File: config.mk
export PLATFORM = sky130hd
export DESIGN_NAME = constant_pool_entry_parser_unit
export DESIGN_NICKNAME = d
export VERILOG_FILES = /design/src/rtl/cpep_pkg.sv /design/src/rtl/constant_pool_entry_parser_unit.sv
export VERILOG_INCLUDE_DIRS = /design/src /design/src/rtl
export SDC_FILE = /design/constraint.sdc
export NUM_CORES = 1
export LEC_CHECK = 0
export BUFFER_PORTS_ARGS = -buffer_cell sky130_fd_sc_hd__buf_4
export CAP_MARGIN = 20
export CORE_AREA = 8 8 135 137
export CTS_CLUSTER_SIZE = 40
export DETAILED_ROUTE_END_ITERATION = 10
export DIE_AREA = 0 0 143 145
export HOLD_SLACK_MARGIN = 0.05
export SLEW_MARGIN = 15
export SYNTH_ARGS = -nofsm -noshare
export SYNTH_HDL_FRONTEND = slang
export SYNTH_SLANG_ARGS = --single-unit
export TNS_END_PERCENT = 30
File: constraint.sdc
create_clock -name clk -period 4.6 [get_ports clk]
set_input_delay 0.69 -clock clk [delete_from_list [all_inputs] [get_ports clk]]
set_output_delay 0.69 -clock clk [all_outputs]
set_load 0.02 [all_outputs]
File: src/rtl/constant_pool_entry_parser_unit_assert.svh
// Assertion macros for the constant pool entry parser.
// Included by constant_pool_entry_parser_unit.sv; no other dependencies.
`ifndef CONSTANT_POOL_ENTRY_PARSER_UNIT_ASSERT_SVH
`define CONSTANT_POOL_ENTRY_PARSER_UNIT_ASSERT_SVH

`ifndef SYNTH

// Same-cycle implication, checked outside reset
`define CPEP_ASSERT_IMP(lbl, clk, rst_n, ante, cons) \
  lbl: assert property (@(posedge clk) disable iff (!rst_n) (ante) |-> (cons)) \
    else $error("constant pool parser: implication check failed");

// Next-cycle implication, checked outside reset
`define CPEP_ASSERT_NXT(lbl, clk, rst_n, ante, cons) \
  lbl: assert property (@(posedge clk) disable iff (!rst_n) (ante) |=> (cons)) \
    else $error("constant pool parser: next-cycle check failed");

`else

`define CPEP_ASSERT_IMP(lbl, clk, rst_n, ante, cons)
`define CPEP_ASSERT_NXT(lbl, clk, rst_n, ante, cons)

`endif

`endif

File: src/rtl/cpep_pkg.sv
// Package for the constant pool entry parser: tag codes, parse phases,
// result slot codes and the per-tag field layout. No dependencies.
`timescale 1ns / 1ps

package cpep_pkg;

  // Constant pool tag codes
  localparam logic [7:0] TAG_UTF8        = 8'd1;
  localparam logic [7:0] TAG_INTEGER     = 8'd3;
  localparam logic [7:0] TAG_FLOAT       = 8'd4;
  localparam logic [7:0] TAG_LONG        = 8'd5;
  localparam logic [7:0] TAG_DOUBLE      = 8'd6;
  localparam logic [7:0] TAG_CLASS       = 8'd7;
  localparam logic [7:0] TAG_STRING      = 8'd8;
  localparam logic [7:0] TAG_FIELDREF    = 8'd9;
  localparam logic [7:0] TAG_METHODREF   = 8'd10;
  localparam logic [7:0] TAG_IMETHODREF  = 8'd11;
  localparam logic [7:0] TAG_NAMEANDTYPE = 8'd12;
  localparam logic [7:0] TAG_METHODHNDL  = 8'd15;
  localparam logic [7:0] TAG_METHODTYPE  = 8'd16;
  localparam logic [7:0] TAG_DYNAMIC     = 8'd17;
  localparam logic [7:0] TAG_INVOKEDYN   = 8'd18;
  localparam logic [7:0] TAG_MODULE      = 8'd19;
  localparam logic [7:0] TAG_PACKAGE     = 8'd20;

  // Result slot codes
  localparam logic [1:0] SLOT_FIRST  = 2'd0;
  localparam logic [1:0] SLOT_SECOND = 2'd1;
  localparam logic [1:0] SLOT_BODY   = 2'd2;

  // Parse phase
  typedef enum logic [1:0] {
    PH_TAG   = 2'd0,
    PH_FIELD = 2'd1,
    PH_BODY  = 2'd2
  } phase_t;

  // Byte size of field k of an entry; zero means no such field
  function automatic logic [2:0] field_size(input logic [7:0] tag, input logic [1:0] k);
    logic [2:0] sz;
    sz = 3'd0;
    unique case (tag)
      TAG_UTF8:                       sz = (k == 2'd0) ? 3'd2 : 3'd0;
      TAG_INTEGER, TAG_FLOAT:         sz = (k == 2'd0) ? 3'd4 : 3'd0;
      TAG_LONG, TAG_DOUBLE:           sz = (k <= 2'd1) ? 3'd4 : 3'd0;
      TAG_CLASS, TAG_STRING, TAG_METHODTYPE, TAG_MODULE, TAG_PACKAGE:
                                      sz = (k == 2'd0) ? 3'd2 : 3'd0;
      TAG_FIELDREF, TAG_METHODREF, TAG_IMETHODREF, TAG_NAMEANDTYPE,
      TAG_DYNAMIC, TAG_INVOKEDYN:     sz = (k <= 2'd1) ? 3'd2 : 3'd0;
      TAG_METHODHNDL:                 sz = (k == 2'd0) ? 3'd1 :
                                           ((k == 2'd1) ? 3'd2 : 3'd0);
      default:                        sz = 3'd0;
    endcase
    return sz;
  endfunction

  // Tag recognition; the newer tags depend on the enable bit
  function automatic logic tag_known(input logic [7:0] tag, input logic newer_en);
    logic known;
    if (tag == TAG_DYNAMIC || tag == TAG_MODULE || tag == TAG_PACKAGE) begin
      known = newer_en;
    end else begin
      known = (field_size(tag, 2'd0) != 3'd0);
    end
    return known;
  endfunction

endpackage

File: src/rtl/constant_pool_entry_parser_unit.sv
// Constant pool entry parser: splits a class-file byte stream into entries.
// Depends on cpep_pkg.sv and constant_pool_entry_parser_unit_assert.svh.
//
//   channel  dir  handshake           payload
//   in_      in   in_valid/in_stall   in_stream_byte
//   out_     out  out_valid/out_stall entry_tag, field_slot, field_value,
//                                     tag_known, takes_two_slots, last_of_entry
//   cfg_     in   cfg_wr_en           cfg_wr_data (newer_tags_enabled)
//
// One byte per cycle unless stalled; the result is out the cycle after its last byte.
// The parse state and the single output register set the rate: a byte is taken
// whenever the output register is empty or being drained in the same cycle.
// Synchronous active-low reset returns to the tag phase with newer tags enabled.
// in_stall is high only while a result waits and out_stall is high.
`timescale 1ns / 1ps

module constant_pool_entry_parser_unit (
  input  logic        clk,
  input  logic        rst_n,
  // configuration
  input  logic        cfg_wr_en,
  input  logic        cfg_wr_data,
  // byte stream
  input  logic        in_valid,
  output logic        in_stall,
  input  logic [7:0]  in_stream_byte,
  // results
  output logic        out_valid,
  input  logic        out_stall,
  output logic [7:0]  out_entry_tag,
  output logic [1:0]  out_field_slot,
  output logic [31:0] out_field_value,
  output logic        out_tag_known,
  output logic        out_takes_two_slots,
  output logic        out_last_of_entry
);

`include "constant_pool_entry_parser_unit_assert.svh"

  // Parse state
  cpep_pkg::phase_t phase_r, phase_nxt;
  logic [7:0]  tag_r, tag_nxt;
  logic        fnum_r, fnum_nxt;
  logic [15:0] rem_r, rem_nxt;
  logic [31:0] acc_r, acc_nxt;
  logic        newer_en_r;

  // Output register
  logic        out_valid_r;
  logic [7:0]  o_tag_r, o_tag_nxt;
  logic [1:0]  o_slot_r, o_slot_nxt;
  logic [31:0] o_value_r, o_value_nxt;
  logic        o_known_r, o_known_nxt;
  logic        o_two_r, o_two_nxt;
  logic        o_last_r, o_last_nxt;
  logic        emit;

  // Working values
  logic        in_accept;
  logic [31:0] acc_shift;
  logic [15:0] rem_dec;
  logic [15:0] utf_len;
  logic [2:0]  next_size;

  assign in_stall  = out_valid_r & out_stall;
  assign in_accept = in_valid & ~in_stall;

  assign acc_shift = {acc_r[23:0], in_stream_byte};
  assign rem_dec   = rem_r - 16'd1;
  assign utf_len   = acc_shift[15:0];
  assign next_size = cpep_pkg::field_size(tag_r, {1'b0, fnum_r} + 2'd1);

  // Next state and result for the incoming byte
  always_comb begin
    phase_nxt   = phase_r;
    tag_nxt     = tag_r;
    fnum_nxt    = fnum_r;
    rem_nxt     = rem_r;
    acc_nxt     = acc_r;
    emit        = 1'b0;
    o_tag_nxt   = tag_r;
    o_slot_nxt  = cpep_pkg::SLOT_FIRST;
    o_value_nxt = 32'd0;
    o_known_nxt = 1'b1;
    o_last_nxt  = 1'b0;
    unique case (phase_r)
      cpep_pkg::PH_FIELD: begin
        acc_nxt = acc_shift;
        rem_nxt = rem_dec;
        if (rem_dec == 16'd0) begin
          emit = 1'b1;
          if (tag_r == cpep_pkg::TAG_UTF8) begin
            // length field: go to body unless the string is empty
            o_value_nxt = {16'd0, utf_len};
            o_last_nxt  = (utf_len == 16'd0);
            rem_nxt     = utf_len;
            phase_nxt   = (utf_len == 16'd0) ? cpep_pkg::PH_TAG : cpep_pkg::PH_BODY;
          end else begin
            o_slot_nxt  = {1'b0, fnum_r};
            o_value_nxt = acc_shift;
            o_last_nxt  = (next_size == 3'd0);
            if (next_size == 3'd0) begin
              phase_nxt = cpep_pkg::PH_TAG;
            end else begin
              fnum_nxt = 1'b1;
              rem_nxt  = {13'd0, next_size};
              acc_nxt  = 32'd0;
            end
          end
        end
      end
      cpep_pkg::PH_BODY: begin
        rem_nxt     = rem_dec;
        emit        = 1'b1;
        o_slot_nxt  = cpep_pkg::SLOT_BODY;
        o_value_nxt = {24'd0, in_stream_byte};
        o_last_nxt  = (rem_dec == 16'd0);
        if (rem_dec == 16'd0) begin
          phase_nxt = cpep_pkg::PH_TAG;
        end
      end
      default: begin
        // tag byte
        phase_nxt = cpep_pkg::PH_TAG;
        if (!cpep_pkg::tag_known(in_stream_byte, newer_en_r)) begin
          emit        = 1'b1;
          o_tag_nxt   = in_stream_byte;
          o_known_nxt = 1'b0;
          o_last_nxt  = 1'b1;
        end else begin
          tag_nxt   = in_stream_byte;
          fnum_nxt  = 1'b0;
          rem_nxt   = {13'd0, cpep_pkg::field_size(in_stream_byte, 2'd0)};
          acc_nxt   = 32'd0;
          phase_nxt = cpep_pkg::PH_FIELD;
        end
      end
    endcase
    o_two_nxt = o_known_nxt &
                (o_tag_nxt == cpep_pkg::TAG_LONG || o_tag_nxt == cpep_pkg::TAG_DOUBLE);
  end

  // Parse state register
  always_ff @(posedge clk) begin
    if (!rst_n) begin
      phase_r <= cpep_pkg::PH_TAG;
      tag_r   <= 8'd0;
      fnum_r  <= 1'b0;
      rem_r   <= 16'd0;
      acc_r   <= 32'd0;
    end else if (in_accept) begin
      phase_r <= phase_nxt;
      tag_r   <= tag_nxt;
      fnum_r  <= fnum_nxt;
      rem_r   <= rem_nxt;
      acc_r   <= acc_nxt;
    end
  end

  // Configuration register
  always_ff @(posedge clk) begin
    if (!rst_n) begin
      newer_en_r <= 1'b1;
    end else if (cfg_wr_en) begin
      newer_en_r <= cfg_wr_data;
    end
  end

  // Output valid
  always_ff @(posedge clk) begin
    if (!rst_n) begin
      out_valid_r <= 1'b0;
    end else if (in_accept) begin
      out_valid_r <= emit;
    end else if (!out_stall) begin
      out_valid_r <= 1'b0;
    end
  end

  // Output payload, loaded only with a new result
  always_ff @(posedge clk) begin
    if (in_accept && emit) begin
      o_tag_r   <= o_tag_nxt;
      o_slot_r  <= o_slot_nxt;
      o_value_r <= o_value_nxt;
      o_known_r <= o_known_nxt;
      o_two_r   <= o_two_nxt;
      o_last_r  <= o_last_nxt;
    end
  end

  assign out_valid           = out_valid_r;
  assign out_entry_tag       = o_tag_r;
  assign out_field_slot      = o_slot_r;
  assign out_field_value     = o_value_r;
  assign out_tag_known       = o_known_r;
  assign out_takes_two_slots = o_two_r;
  assign out_last_of_entry   = o_last_r;

  // Checks
  `CPEP_ASSERT_IMP(a_field_rem_nonzero, clk, rst_n,
    phase_r == cpep_pkg::PH_FIELD, rem_r != 16'd0)
  `CPEP_ASSERT_IMP(a_body_rem_nonzero, clk, rst_n,
    phase_r == cpep_pkg::PH_BODY, rem_r != 16'd0)
  `CPEP_ASSERT_IMP(a_unknown_shape, clk, rst_n, out_valid_r && !o_known_r,
    o_last_r && o_slot_r == cpep_pkg::SLOT_FIRST && o_value_r == 32'd0 && !o_two_r)
  `CPEP_ASSERT_IMP(a_two_slots_tag, clk, rst_n, out_valid_r && o_two_r,
    o_known_r && (o_tag_r == cpep_pkg::TAG_LONG || o_tag_r == cpep_pkg::TAG_DOUBLE))
  `CPEP_ASSERT_NXT(a_body_result, clk, rst_n,
    in_accept && phase_r == cpep_pkg::PH_BODY,
    out_valid_r && o_slot_r == cpep_pkg::SLOT_BODY)

endmodule

== Word level (Yosys, flattened, before mapping) ==
Memory sizes are Yosys's and may differ from the RTL's.
Cells that the tools add are included.

* Input port bits: 14
* Word-level logic and storage cells: 130
* Memories kept: 2
* Register bits: 98
* Output and inout bits: 47
* Bits in read-only memories: 192

{| class="wikitable"
|+ Memories
! memory !! words !! width !! read ports !! clocked after Yosys merged registers in !! wr ports !! line !! RTL
|-
| (no name shown) || 32 || 3 || 1 || 0 || 0 || cpep_pkg.sv:42 || <nowiki>unique case (tag)</nowiki>
|-
| (no name shown) || 32 || 3 || 1 || 0 || 0 || cpep_pkg.sv:42 ||
|}

* Order comparisons: 1
* $add $sub $neg: 2
* Multiplexer cells: 53
* Reduce and logical (&&, ||, !) cells: 22
* Bitwise gates (word level): 6
* Eq/ne operators: 31

{| class="wikitable"
|+ Operators with widths
! cell !! count
|-
| $mux W24 || 4
|-
| $eq A8 B5 Y1 const B || 8
|-
| $mux W16 || 4
|-
| $mux W32 || 2
|-
| $pmux W32 S2 || 1
|-
| $eq A8 B3 Y1 const B || 6
|-
| $eq A8 B4 Y1 const B || 6
|-
| $pmux W24 S2 || 1
|-
| $logic_not A16 Y1 || 2
|-
| $pmux W16 S2 || 1
|-
| $mux W2 || 9
|-
| $mux W3 || 6
|-
| $mux W1 || 17
|-
| $mux W8 || 2
|-
| $sub A16 B1 Y16 const B || 1
|-
| $pmux W3 S5 || 1
|-
| $reduce_or A6 Y1 || 2
|-
| $eq A8 B1 Y1 const B || 1
|-
| $eq A8 B2 Y1 const B || 1
|-
| $ne A2 B2 Y1 const B || 4
|-
| $pmux W2 S2 || 2
|-
| $logic_not A3 Y1 || 2
|-
| $pmux W1 S2 || 3
|-
| $reduce_and A3 Y1 || 2
|-
| 17 further kinds || 27
|}

== Longest topological paths before layout ==
Gate-level depths: netlist (run 1).

* Depth in word-level cells: 13
* Gate-level depth with buffers: 13
* Depth with buffers taken out: 10

== Least setup slack after synthesis (run 1) ==
OpenSTA, ideal clock, no wires.

* Kind: flip-flop to flip-flop
* From: register rem_r[0]
* To: register o_tag_r[0] (netlist: out_entry_tag[0]), enable pin
* Setup slack: -0.115 ns
* Data arrival time: 4.268 ns
* Setup time: 0.447 ns
* Path buffers: 1
* Stages on the path, launching flop included: 12
* Period minus slack after synthesis: 4.715 ns
* Data required time: 4.153 ns
* Cell sequence: dfxtp_1 > clkbuf_1 > inv_1 > ha_1 > or4b_4 > o21ai_1 > nor4b_1 > o211a_1 > nand2_1 > a21oi_1 > nor2_1 > nor2_1

* Word-level cells in the longest chain between the ends: 5

{| class="wikitable"
|+ Ends and longest elaborated chain
! item !! line !! RTL
|-
| start, declared || constant_pool_entry_parser_unit.sv:44 || <nowiki>logic [15:0] rem_r, rem_nxt;</nowiki>
|-
| start signal, assigned || constant_pool_entry_parser_unit.sv:155 || <nowiki>rem_r <= rem_nxt;</nowiki>
|-
| $sub A16 B1 Y16 || constant_pool_entry_parser_unit.sv:69 || <nowiki>assign rem_dec = rem_r - 16'd1;</nowiki>
|-
| $logic_not A16 Y1 || constant_pool_entry_parser_unit.sv:90 || <nowiki>if (rem_dec == 16'd0) begin</nowiki>
|-
| $mux W1 || constant_pool_entry_parser_unit.sv:90 ||
|-
| $pmux W1 S2 || constant_pool_entry_parser_unit.sv:86 || <nowiki>unique case (phase_r)</nowiki>
|-
| $logic_and A1 B1 Y1 || constant_pool_entry_parser_unit.sv:182 || <nowiki>if (in_accept && emit) begin</nowiki>
|-
| end signal, assigned || constant_pool_entry_parser_unit.sv:183 || <nowiki>o_tag_r <= o_tag_nxt;</nowiki>
|-
| end, declared || constant_pool_entry_parser_unit.sv:50 || <nowiki>logic [7:0] o_tag_r, o_tag_nxt;</nowiki>
|}

Every way passes these cells.
A chain may end at the register's enable or synchronous reset.

== Final worst setup path (run 1) ==
* From: register rem_r[0]
* To: register o_value_r[16] (netlist: out_field_value[16]), enable pin

* Word-level cells in the longest chain between the ends: 5

{| class="wikitable"
|+ Ends and longest elaborated chain
! item !! line !! RTL
|-
| $sub A16 B1 Y16 || constant_pool_entry_parser_unit.sv:69 ||
|-
| $logic_not A16 Y1 || constant_pool_entry_parser_unit.sv:90 ||
|-
| $mux W1 || constant_pool_entry_parser_unit.sv:90 ||
|-
| $pmux W1 S2 || constant_pool_entry_parser_unit.sv:86 ||
|-
| $logic_and A1 B1 Y1 || constant_pool_entry_parser_unit.sv:182 ||
|-
| end signal, assigned || constant_pool_entry_parser_unit.sv:185 || <nowiki>o_value_r <= o_value_nxt;</nowiki>
|-
| end, declared || constant_pool_entry_parser_unit.sv:52 || <nowiki>logic [31:0] o_value_r, o_value_nxt;</nowiki>
|}

Every way passes these cells.

==> metrics.md, run 1 <==
| Metric | Value |
|---|---|
| Max-slew violations | `0` |
| R2R depth | `12` |
| Status | `completed` |
| Cell Pwr Density | `332.4 nW/µm²` |
| TritonRoute pass-1 iters | `5` |
| Asr flop ratio synth | `0%` |
| Post-layout min period | `3.495 ns` |
| Worst-Skew Late Latency | `0.34 ns` |
| Largest family of logic cells by synthesized area | `simple AND/OR/NAND/NOR gates` |
| Hold crit path type | `flip-flop to flip-flop` |
| DP HPWL | `8515 µm` |
| Layout cells sized above 1 | `16.97%` |
| Most common cell after layout, fill and taps aside | `buf_4` |
| Clk_skew | `0.009825 ns` |
| I/O Pins | `61` |
| Synth Area in Simple Gates | `23.09%` |
| Main synth FF type | `dfxtp_1` |
| Synth Register Bits | `98` |
| Die Height | `145 µm` |
| Leakage | `0.002181 µW` |
| Final hold viol count | `0` |
| Top delay family on crit path | `simple AND/OR/NAND/NOR gates` |
| First-iteration detailed-routing DRC count | `349` |
| Die area | `20,740 µm²` |
| Area grow syn2layout | `20.21%` |
| Actual slew at the worst max-slew pin | `0.7832 ns` |
| Hold path startpoint | `acc_r[18]` |
| Peak supply drop | `0.1540 mV` |
| Ys Warns | `0` |
| Max Fanout on Critical Path | `45` |
| Die Wd | `143 µm` |
| WP data arrival | `3.47 ns` |
| Critical path class | `flip-flop to flip-flop` |
| Number of global-route vias before repair | `3,770` |
| CTS H-tree depth | `3` |
| Row count | `47` |
| Worst endpoint required time | `4.57 ns` |
| Clock Tree Buf Depth | `2` |
| TritonCTS clock tree | `done` |
| CTS clk-pin slew, worst paths | `0.07 ns` |
| Core Region | `16,170 µm²` |
| Grt ovf | `0` |
| Most frequent cells in the layout | `buf_4 (66), nand2_1 (63), dfxtp_1 (53)` |
| Synth Area in XOR/XNOR | `1.111%` |
| R2R Setup Slk | `1.11 ns` |
| Vias | `3,967` |
| F_max | `286.2 MHz` |
| Post-Syn Area per Cell | `9.443 µm²` |
| Post-CTS Resized | `0` |
| Cell mode on critical path | `buf_4` |
| Design Area, Final | `5687 µm²` |
| Slowest cell on crit path | `or4b_4` |
| Mux cell area share after synthesis | `1.375%` |
| Hold path depth | `2` |
| NumNets Final | `567` |
| Clock root buffer | `clkbuf_16` |
| Post-CTS Hold Buffers | `0` |
| Reg2Reg Capture Point | `out_field_value[16]` |
| Mapped Cells | `501` |
| Total Routed Length | `12,050 µm` |
| Syn nets | `519` |
| RSZ-0062 raised after global routing | `no` |
| Adder-cell share of the synthesized area | `1.270%` |
| DR DRC count | `0` |
| Post-DP Area | `5370 µm²` |
| Fill cells | `1,648` |
| Max Cap Viol | `0` |
| First-pass GRT wire length | `19,520 µm` |
| Initial antenna violation count | `0` |
| Crit. End Element | `flip-flop` |
| Cell breakdown of the critical path | `inv_1, ha_1, or4b_4, o21ai_1, nor4b_1, o211a_1, nand2_1, a21oi_1, buf_4, nor2_1, nor2_4, buf_4` |
| Starting utilization of the core area | `29.25%` |
| Cell area after synthesis | `4731 µm²` |
| Vias per inst | `5.125` |
| Sink Count | `98` |
| Final ANT Viol Nets | `0` |
| GRT Overall Usage | `11.66%` |
| Number of CTS-inserted buffers | `9` |
| Final setup vio count | `0` |
| Critical R2R Launch | `rem_r[0]` |
| Tcrit/Tclk final | `75.97%` |
| WL/cell | `15.57 µm` |
| Startpoint types | `flip-flop` |
| Post-CTS setup buffer count | `0` |
| Post-synth EDFFs | `45` |
| Cell variety after synth | `58` |
| Gpl congestion | `0.8754` |
| Largest net degree at the start of global routing | `47` |
| Setup TNS | `0 ns` |
| Crit path buffers/inverters | `3` |
| Crit-path max cell delay | `0.53 ns` |
| Register area share after synthesis | `50.99%` |
| Slew margin rel. | `47.62%` |
| Port Buffer Count | `60` |
| Worst Hold End | `acc_r[18]` |
| Antenna Cells | `0` |
| Compound-Gate Fraction of Synth Area | `17.48%` |
-- worst register-to-register path, delay by kind of cell, from the launching register on --
| family | cells | cell delay (ns) |
|---|---|---|
| buf+inv | 3 | 0.76 |
| compound gates | 3 | 0.60 |
| simple gates | 5 | 1.04 |
| fa+ha+maj | 1 | 0.30 |
| flops | 1 | 0.40 |
-- per-layer routing --
metal | track usage (%) | part of all wire [%]
met1 | 14.91 | 44
met2 | 18.49 | 48
met3 | 2.461 | 5.8
met4 | 5.051 | 2.3
met5 | 0 | 0
-- state kept, by name, indices dropped and copies added (netlist names) --
name,flops
out_entry_tag,8
out_valid,1
out_field_value,32
out_takes_two_slots,1
phase_r,2
tag_r,8
fnum_r,1
out_last_of_entry,1
rem_r,16
acc_r,24
out_tag_known,1
newer_en_r,1
out_field_slot,2
-- kinds of logic after synthesis --
| group | after synthesis |
|---|---|
| and+or+nand+nor | 211 |
| muxes | 6 |
| AOI/OAI and AO/OA | 124 |
| DFF | 98 |
| adders and majority gates | 5 |
| buffers and inverters | 51 |
| xor gates and xnor gates | 6 |
-- worst max path at each step --
stage                     startpoint                   to  slack [ns]  cells after the start
final                       rem_r[0]  out_field_value[16]        1.11                     12
after floorplan             rem_r[0]     out_entry_tag[0]        0.62                     11
after global routing        rem_r[0]  out_field_value[26]        0.93                     12
after CTS                   rem_r[0]  out_field_value[26]        1.14                     12
after global placement      rem_r[0]  out_field_value[10]        1.31                     12
after detailed placement    rem_r[0]  out_field_value[15]        1.12                     12
-- report_power, final --
part | switching [µW] | internal [µW] | total, µW
clock | 330 | 443 | 773
sequential | 9.51 | 938 | 947
combinational | 108 | 62.3 | 170
-- per-stage QoR --
step | util, % | std cells | hold WS, ns | total power [µW] | setup slack, ns
2_1_floorplan | - | 501 | 0.4365 | 1067 | 0.6239
3_3_place_gp | 33.21 | 758 | 0.4449 | 1136 | 1.307
3_5_place_dp | 33.21 | 758 | 0.4512 | 1138 | 1.125
4_1_cts | 35.16 | 774 | 0.4605 | 1913 | 1.138
5_1_grt | 35.16 | 774 | 0.4783 | 1962 | 0.9259
6_report | 35.16 | 774 | 0.4552 | 1890 | 1.105
-- Yosys cell counts (6+ instances only) --
library cell / count / area, µm²
nor3_1: 10 / 50.05
a21boi_0: 31 / 232.7
a21oi_1: 18 / 90.09
o21ai_0: 25 / 125.1
edfxtp_1: 45 / 1351
a22oi_1: 11 / 82.58
dfxtp_1: 53 / 1061
inv_1: 21 / 78.83
clkbuf_1: 22 / 82.58
nand4_1: 7 / 43.79
nand2_1: 63 / 236.5
nand3_1: 33 / 165.2
nor2_1: 28 / 105.1
o21ai_1: 8 / 40.04
and3_1: 21 / 131.4
a31oi_1: 6 / 37.54
and2_1: 20 / 125.1
-- cell type report --
class                   instances  area [µm²]  area share, %
clock buffers                  10       239.0          4.202
multi-input cells             352        2105          37.01
clock inverters                 6       77.57          1.364
flip-flops and latches         98        2412          42.42
repair buffers                 66       495.5          8.713
well taps                     220       275.3          4.840
inverters                      22       82.58          1.452
No activity file was read; power rests on OpenSTA's default activity.
==> run 2, diff against run 1 <==
==> constraint.sdc (replaced) <==
create_clock -name clk -period 3.45 [get_ports clk]
set_input_delay 0.5175 -clock clk [delete_from_list [all_inputs] [get_ports clk]]
set_output_delay 0.5175 -clock clk [all_outputs]
set_load 0.02 [all_outputs]
==> run 2 against run 1 <==
Sequential power is 33% higher. Final area rose by 0.53%. Critical path depth fell by 1. Global-route usage decreased by 0.061 points. Setup slack worse by 0.79 ns. Register-to-register slack got worse by 0.79 ns. Total power up 31%. Die area is the same. Sequential cell count stayed put. Core utilization grew 0.19 points. Non-clock buffer count up 6. Via count is 1.1% lower. Critical path type unchanged. Largest cell class unchanged. Highest routed layer unchanged.
==> metrics.md, run 2 (synthesis results as in run 1) <==
| Metric | Value |
|---|---|
| Status | `completed` |
| Crit. End Element | `flip-flop` |
| WL/cell | `15.58 µm (about the same)` |
| R2R depth | `11 (-1)` |
| Max Fanout on Critical Path | `25 (-44%)` |
| DR DRC count | `0 (unchanged)` |
| CP startpoint | `rem_r[0]` |
| Largest net degree at the start of global routing | `47 (unchanged)` |
| Leakage | `0.002198 µW (+0.82%)` |
| Clk network pwr share | `39.8% (-1.1 points)` |
| Initial antenna violation count | `0 (unchanged)` |
| Total Routed Length | `12,150 µm (+0.80%)` |
| Slowest cell on crit path | `or4b_4` |
| Final setup vio count | `0 (unchanged)` |
| Crit-path max cell delay | `0.52 ns (about the same)` |
| Row count | `47 (unchanged)` |
| Antenna Cells | `0 (unchanged)` |
| Worst endpoint required time | `3.47 ns (-1.10 ns)` |
| Net Sw Power | `639.8 µW (+43%)` |
| Logic pwr share | `9.3% (+0.3 points)` |
| Cell breakdown of the critical path | `inv_1, ha_1, or4b_4, o21ai_1, nor4b_1, o211a_1, nand2_1, a21oi_2, nor2_1, nor2_4, buf_4` |
| Max Cap Viol | `0 (unchanged)` |
| Switch share | `25.74% (+2.1 points)` |
| Gpl congestion | `0.8912 (+1.8%)` |
| Startpoint types | `flip-flop` |
| Max-slew violations | `0 (unchanged)` |
| Internal Power | `1846 µW (+28%)` |
| Actual slew at the worst max-slew pin | `0.6149 ns (-0.1683 ns)` |
| Final ANT Viol Nets | `0 (unchanged)` |
| Reg2Reg Capture Point | `out_field_value[21]` |
| Design Area, Final | `5717 µm² (+0.53%)` |
| Die Wd | `143 µm (unchanged)` |
| Post-CTS Resized | `0 (unchanged)` |
| Peak supply drop | `0.2165 mV (+41%)` |
| Core Region | `16,170 µm² (unchanged)` |
| Clock root buffer | `clkbuf_16` |
| GRT Overall Usage | `11.60% (-0.061 points)` |
| Die area | `20,740 µm² (unchanged)` |
| CTS H-tree depth | `3 (unchanged)` |
| NumNets Final | `573 (+1.1%)` |
| Routing usage on met2 | `19.32% (+0.83 points)` |
| Clock Tree Buf Depth | `2 (unchanged)` |
| Hold crit path type | `primary input to flip-flop` |
| Post-CTS Hold Buffers | `0 (unchanged)` |
| Most frequent cells in the layout | `buf_4 (72), nand2_1 (63), dfxtp_1 (53)` |
| First-pass GRT wire length | `19,360 µm (-0.81%)` |
| Max reg flops | `32 (unchanged)` |
| Area grow syn2layout | `20.84%` |
| Number of global-route vias before repair | `3,622 (-3.9%)` |
| TritonRoute pass-1 iters | `6 (+1)` |
| Worst-Skew Late Latency | `0.34 ns (about the same)` |
| Most common cell after layout, fill and taps aside | `buf_4` |
| Final hold viol count | `0 (unchanged)` |
| R2R Setup Slk | `0.32 ns (-0.79 ns)` |
| First-iteration detailed-routing DRC count | `416 (+19%)` |
| F_max | `319.5 MHz (+12%)` |
| Tcrit/Tclk final | `90.73% (+15 points)` |
| Most used routing layer | `met2` |
| Vias per inst | `5.029 (-1.9%)` |
| Clk_skew | `0.01025 ns (+0.0004224 ns)` |
| CTS clk-pin slew, worst paths | `0.07 ns (about the same)` |
| Post-DP Area | `5419 µm² (+0.91%)` |
| Starting utilization of the core area | `29.25% (unchanged)` |
| M1 GR Usage | `14.51% (-0.40 points)` |
| Power, Total | `2485 µW (+31%)` |
| DP HPWL | `8415 µm (-1.2%)` |
| RSZ-0062 raised after global routing | `no` |
| Post-layout min period | `3.130 ns (-0.3642 ns)` |
| WP data arrival | `3.15 ns (-0.32 ns)` |
| Port Buffer Count | `60 (unchanged)` |
| Fin Hold WS | `0.3928 ns (-0.06243 ns)` |
| I/O Pins | `61 (unchanged)` |
| Critical path class | `flip-flop to flip-flop` |
| Grt met3 use | `2.297% (-0.16 points)` |
| Vias | `3,923 (-1.1%)` |
| TritonCTS clock tree | `done` |
| Cell Pwr Density | `434.7 nW/µm² (+31%)` |
| Layout cells sized above 1 | `18.04% (+1.1 points)` |
| End point of the critical path | `out_field_value[21]` |
| Critical R2R Launch | `rem_r[0]` |
| Post-CTS setup buffer count | `0 (unchanged)` |
| Number of CTS-inserted buffers | `9 (unchanged)` |
| Setup TNS | `0 ns (unchanged)` |
| Grt ovf | `0 (unchanged)` |
| Seq pwr share | `50.8% (+0.7 points)` |
| Sink Count | `98 (unchanged)` |
| Fill cells | `1,636 (-0.73%)` |
| Die Height | `145 µm (unchanged)` |
| Slew margin rel. | `58.69% (+11 points)` |
## run 2: power groups by stage
stage / Clock, µW / Combinational (µW) / Sequential, µW
2_1_floorplan: 0 / 95.6 / 1330
3_3_place_gp: 0 / 231 / 1290
3_5_place_dp: 0 / 234 / 1290
4_1_cts: 1010 / 235 / 1260
5_1_grt: 1060 / 250 / 1270
6_report: 990 / 232 / 1260
## run 2: layout make-up
type                    count  area, µm²  area share (%)
well taps                 220      275.3           4.815
inverters                  22      82.58           1.445
multi-input cells         352       2108           36.88
clock buffers               9      225.2           3.940
clock inverters             7      72.57           1.269
repair buffers             72      540.5           9.455
flip-flops and latches     98       2412           42.20
## run 2: metal layers
| layer | wire length [µm] | part of all wire, % |
|---|---|---|
| met3 | 839 | 6.9 |
| met2 | 6106 | 50 |
| met5 | 0 | 0 |
| met1 | 5091 | 42 |
| met4 | 111 | 0.91 |
## run 2: worst max-delay path, delay by kind of cell, from the launching register on
kind	cells	cell delay [ns]
adder cells (fa/ha/maj)	1	0.28
AO/OA/AOI/OAI	3	0.61
flip-flops	1	0.39
buffers and inverters	2	0.41
AND/OR/NAND/NOR	5	1.08
## run 2: worst min-delay path by stage
stage,startpoint,cells past startpoint,slack (ns),endpoint
floorplan,acc_r[16],2,0.44,acc_r[16]
global placement,acc_r[23],2,0.45,acc_r[23]
detailed placement,acc_r[20],2,0.45,acc_r[20]
CTS,cfg_wr_data,3,0.39,newer_en_r
global route,cfg_wr_data,3,0.42,newer_en_r
finish,cfg_wr_data,3,0.39,newer_en_r
## run 2: stage by stage
step / util, % / setup WS (ns) / std cells
3_3_place_gp: 33.51 / 0.4204 / 764
6_report: 35.35 / 0.3197 / 780
3_5_place_dp: 33.51 / 0.3176 / 764
4_1_cts: 35.35 / 0.3001 / 780
5_1_grt: 35.35 / 0.03455 / 780
2_1_floorplan: - / 0.03441 / 501
==> run 3, diff against run 2 <==
--- a/config.mk
+++ b/config.mk
@@ -13,6 +13,7 @@
 export DETAILED_ROUTE_END_ITERATION = 10
 export DIE_AREA = 0 0 143 145
 export HOLD_SLACK_MARGIN = 0.05
+export SETUP_SLACK_MARGIN = 0.5
 export SLEW_MARGIN = 15
 export SYNTH_ARGS = -nofsm -noshare
 export SYNTH_HDL_FRONTEND = slang
==> run 3 against run 2 <==
Register-to-register slack better by 0.28 ns. Setup slack better by 0.28 ns. Sequential power about the same. Largest power group unchanged.
==> metrics.md, run 3 (synthesis results as in run 1) <==
| Metric | Value |
|---|---|
| Most frequent cells in the layout | `buf_4 (71), nand2_1 (62), dfxtp_1 (51)` |
| Slowest cell on crit path | `or4b_4` |
| Critical path class | `flip-flop to flip-flop` |
| CTS H-tree depth | `3 (unchanged)` |
| Vias per inst | `4.936 (-1.9%)` |
| Clock root buffer | `clkbuf_16` |
| Final ANT Viol Nets | `0 (unchanged)` |
| Fin util | `36.01% (+0.66 points)` |
| Leakage | `0.002242 µW (+2.0%)` |
| Max Fanout on Critical Path | `8 (-68%)` |
| Final WS setup | `0.5959 ns (+0.2762 ns)` |
| Hold crit path type | `primary input to flip-flop` |
| I/O Pins | `61 (unchanged)` |
| First-iteration detailed-routing DRC count | `362 (-13%)` |
| Critical R2R Launch | `rem_r[1]` |
| Sink Count | `98 (unchanged)` |
| Max reg flops | `32 (unchanged)` |
| Worst endpoint required time | `3.52 ns (+0.05 ns)` |
| Most common cell after layout, fill and taps aside | `buf_4` |
| Crit path buffers/inverters | `2 (unchanged)` |
| Layout cells sized above 1 | `20.25% (+2.2 points)` |
| Final setup vio count | `0 (unchanged)` |
| Fill cells | `1,634 (-0.12%)` |
| Setup TNS | `0 ns (unchanged)` |
| DP HPWL | `8750 µm (+4.0%)` |
| CP startpoint | `rem_r[1]` |
| Port Buffer Count | `60 (unchanged)` |
| TritonCTS clock tree | `done` |
| Row count | `47 (unchanged)` |
| RSZ-0062 raised after global routing | `no` |
| Post-CTS Hold Buffers | `0 (unchanged)` |
| NumNets Final | `576 (+0.52%)` |
| Hold path startpoint | `cfg_wr_data` |
| Largest net degree at the start of global routing | `47 (unchanged)` |
| Core Region | `16,170 µm² (unchanged)` |
| Cell breakdown of the critical path | `inv_2, ha_4, or4b_4, o21ai_2, nor4b_4, o211a_1, nand2_2, a21oi_4, nor2_2, nor2_4, clkbuf_16` |
| First-pass GRT wire length | `20,350 µm (+5.1%)` |
| Area grow syn2layout | `23.09%` |
| Tcrit/Tclk final | `82.73% (-8.0 points)` |
| Crit-path max cell delay | `0.51 ns (about the same)` |
| CTS clk-pin slew, worst paths | `0.08 ns (about the same)` |
| Grt ovf | `0 (unchanged)` |
| Cell Pwr Density | `427.1 nW/µm² (-1.8%)` |
| Worst-Skew Late Latency | `0.36 ns (+0.02 ns)` |
| Die Height | `145 µm (unchanged)` |
| Fin Hold WS | `0.3686 ns (-0.02422 ns)` |
| Final hold viol count | `0 (unchanged)` |
| Vias | `3,865 (-1.5%)` |
| Antenna Cells | `0 (unchanged)` |
| Number of CTS-inserted buffers | `9 (unchanged)` |
| Total Routed Length | `12,680 µm (+4.4%)` |
| Die area | `20,740 µm² (unchanged)` |
| DP Worst Slack | `0.4950 ns (+0.1774 ns)` |
| Actual slew at the worst max-slew pin | `0.5697 ns (-0.04524 ns)` |
| F_max | `350.4 MHz (+9.7%)` |
| Top delay family on crit path | `simple AND/OR/NAND/NOR gates` |
| Status | `completed` |
| Slew margin rel. | `61.73% (+3.0 points)` |
| Max Cap Viol | `0 (unchanged)` |
| DR DRC count | `0 (unchanged)` |
| Die Wd | `143 µm (unchanged)` |
| TritonRoute pass-1 iters | `5 (-1)` |
| Gpl congestion | `0.8411 (-5.6%)` |
| WL/cell | `16.20 µm (+4.0%)` |
| Startpoint types | `flip-flop` |
| Crit. End Element | `flip-flop` |
| Clock Tree Buf Depth | `2 (unchanged)` |
| Max-slew violations | `0 (unchanged)` |
| Starting utilization of the core area | `29.25% (unchanged)` |
| GRT Overall Usage | `12.43% (+0.84 points)` |
| Number of global-route vias before repair | `3,696 (+2.0%)` |
| Area of the multi-input gates | `2157 µm² (+2.3%)` |
| Clk_skew | `0.01326 ns (+0.003013 ns)` |
| Initial antenna violation count | `0 (unchanged)` |
| WP data arrival | `2.93 ns (-0.22 ns)` |
| Power, Total | `2487 µW (about the same)` |
| Peak supply drop | `0.2290 mV (+5.8%)` |
| Register area | `2417 µm² (+0.21%)` |
| Post-layout min period | `2.854 ns (-0.2762 ns)` |
run 3: changes by cell type in the layout (fill, tap and decap cells not counted), sizes merged:
cell	previous run	this run
buf	72	74
inv	24	26
clkbuf	9	10
clkinv	4	3
clkinvlp	1	0
run 3: worst min-delay path, stage by stage:
cell	delay, ns
buf_4	0.07
mux2i_1	0.05
nand2_1	0.05
run 3: repair_timing:
action,4_1_cts,5_1_grt
buffers inserted,1,0
endpoints found under the setup margin,45,55
resized for setup,0,8
pin swaps,1,2
cloned,0,2
run 3: layout make-up:
type | instances | share of cell area (%)
multi-input cells | 352 | 37.04
well taps | 220 | 4.727
flip-flops and latches | 98 | 41.51
clock buffers | 9 | 3.868
inverters | 22 | 1.461
repair buffers | 75 | 10.38
clock inverters | 7 | 1.010
run 3: power by group:
part           switching [µW]  internal, µW  leakage (µW)
clock                     472           505      0.000144
sequential               13.2          1250      0.000877
combinational             151          97.2       0.00122
total                     637          1850       0.00224
run 3: stage by stage:
step	cells	instance area, µm²
2_1_floorplan	501	4790
3_3_place_gp	764	5469
3_5_place_dp	764	5469
4_1_cts	781	5761
5_1_grt	783	5823
6_report	783	5823
run 3: path summary, 6_finish.rpt:
kind | cells after the start | slack [ns] | endpoint
worst min register to register | 2 | 0.46 | acc_r[23]
worst min-delay path | 3 | 0.37 | newer_en_r
worst max-delay path | 11 | 0.60 | out_field_value[4]
worst max register to register | 11 | 0.60 | out_field_value[4]
run 3: layer usage:
metal	GRT usage (%)	vias up	wire, µm
met4	5.529	0	127
li1	-	1929	-
met1	16.47	1832	5777
met5	0	-	0
met3	2.887	8	764
met2	18.77	96	6012
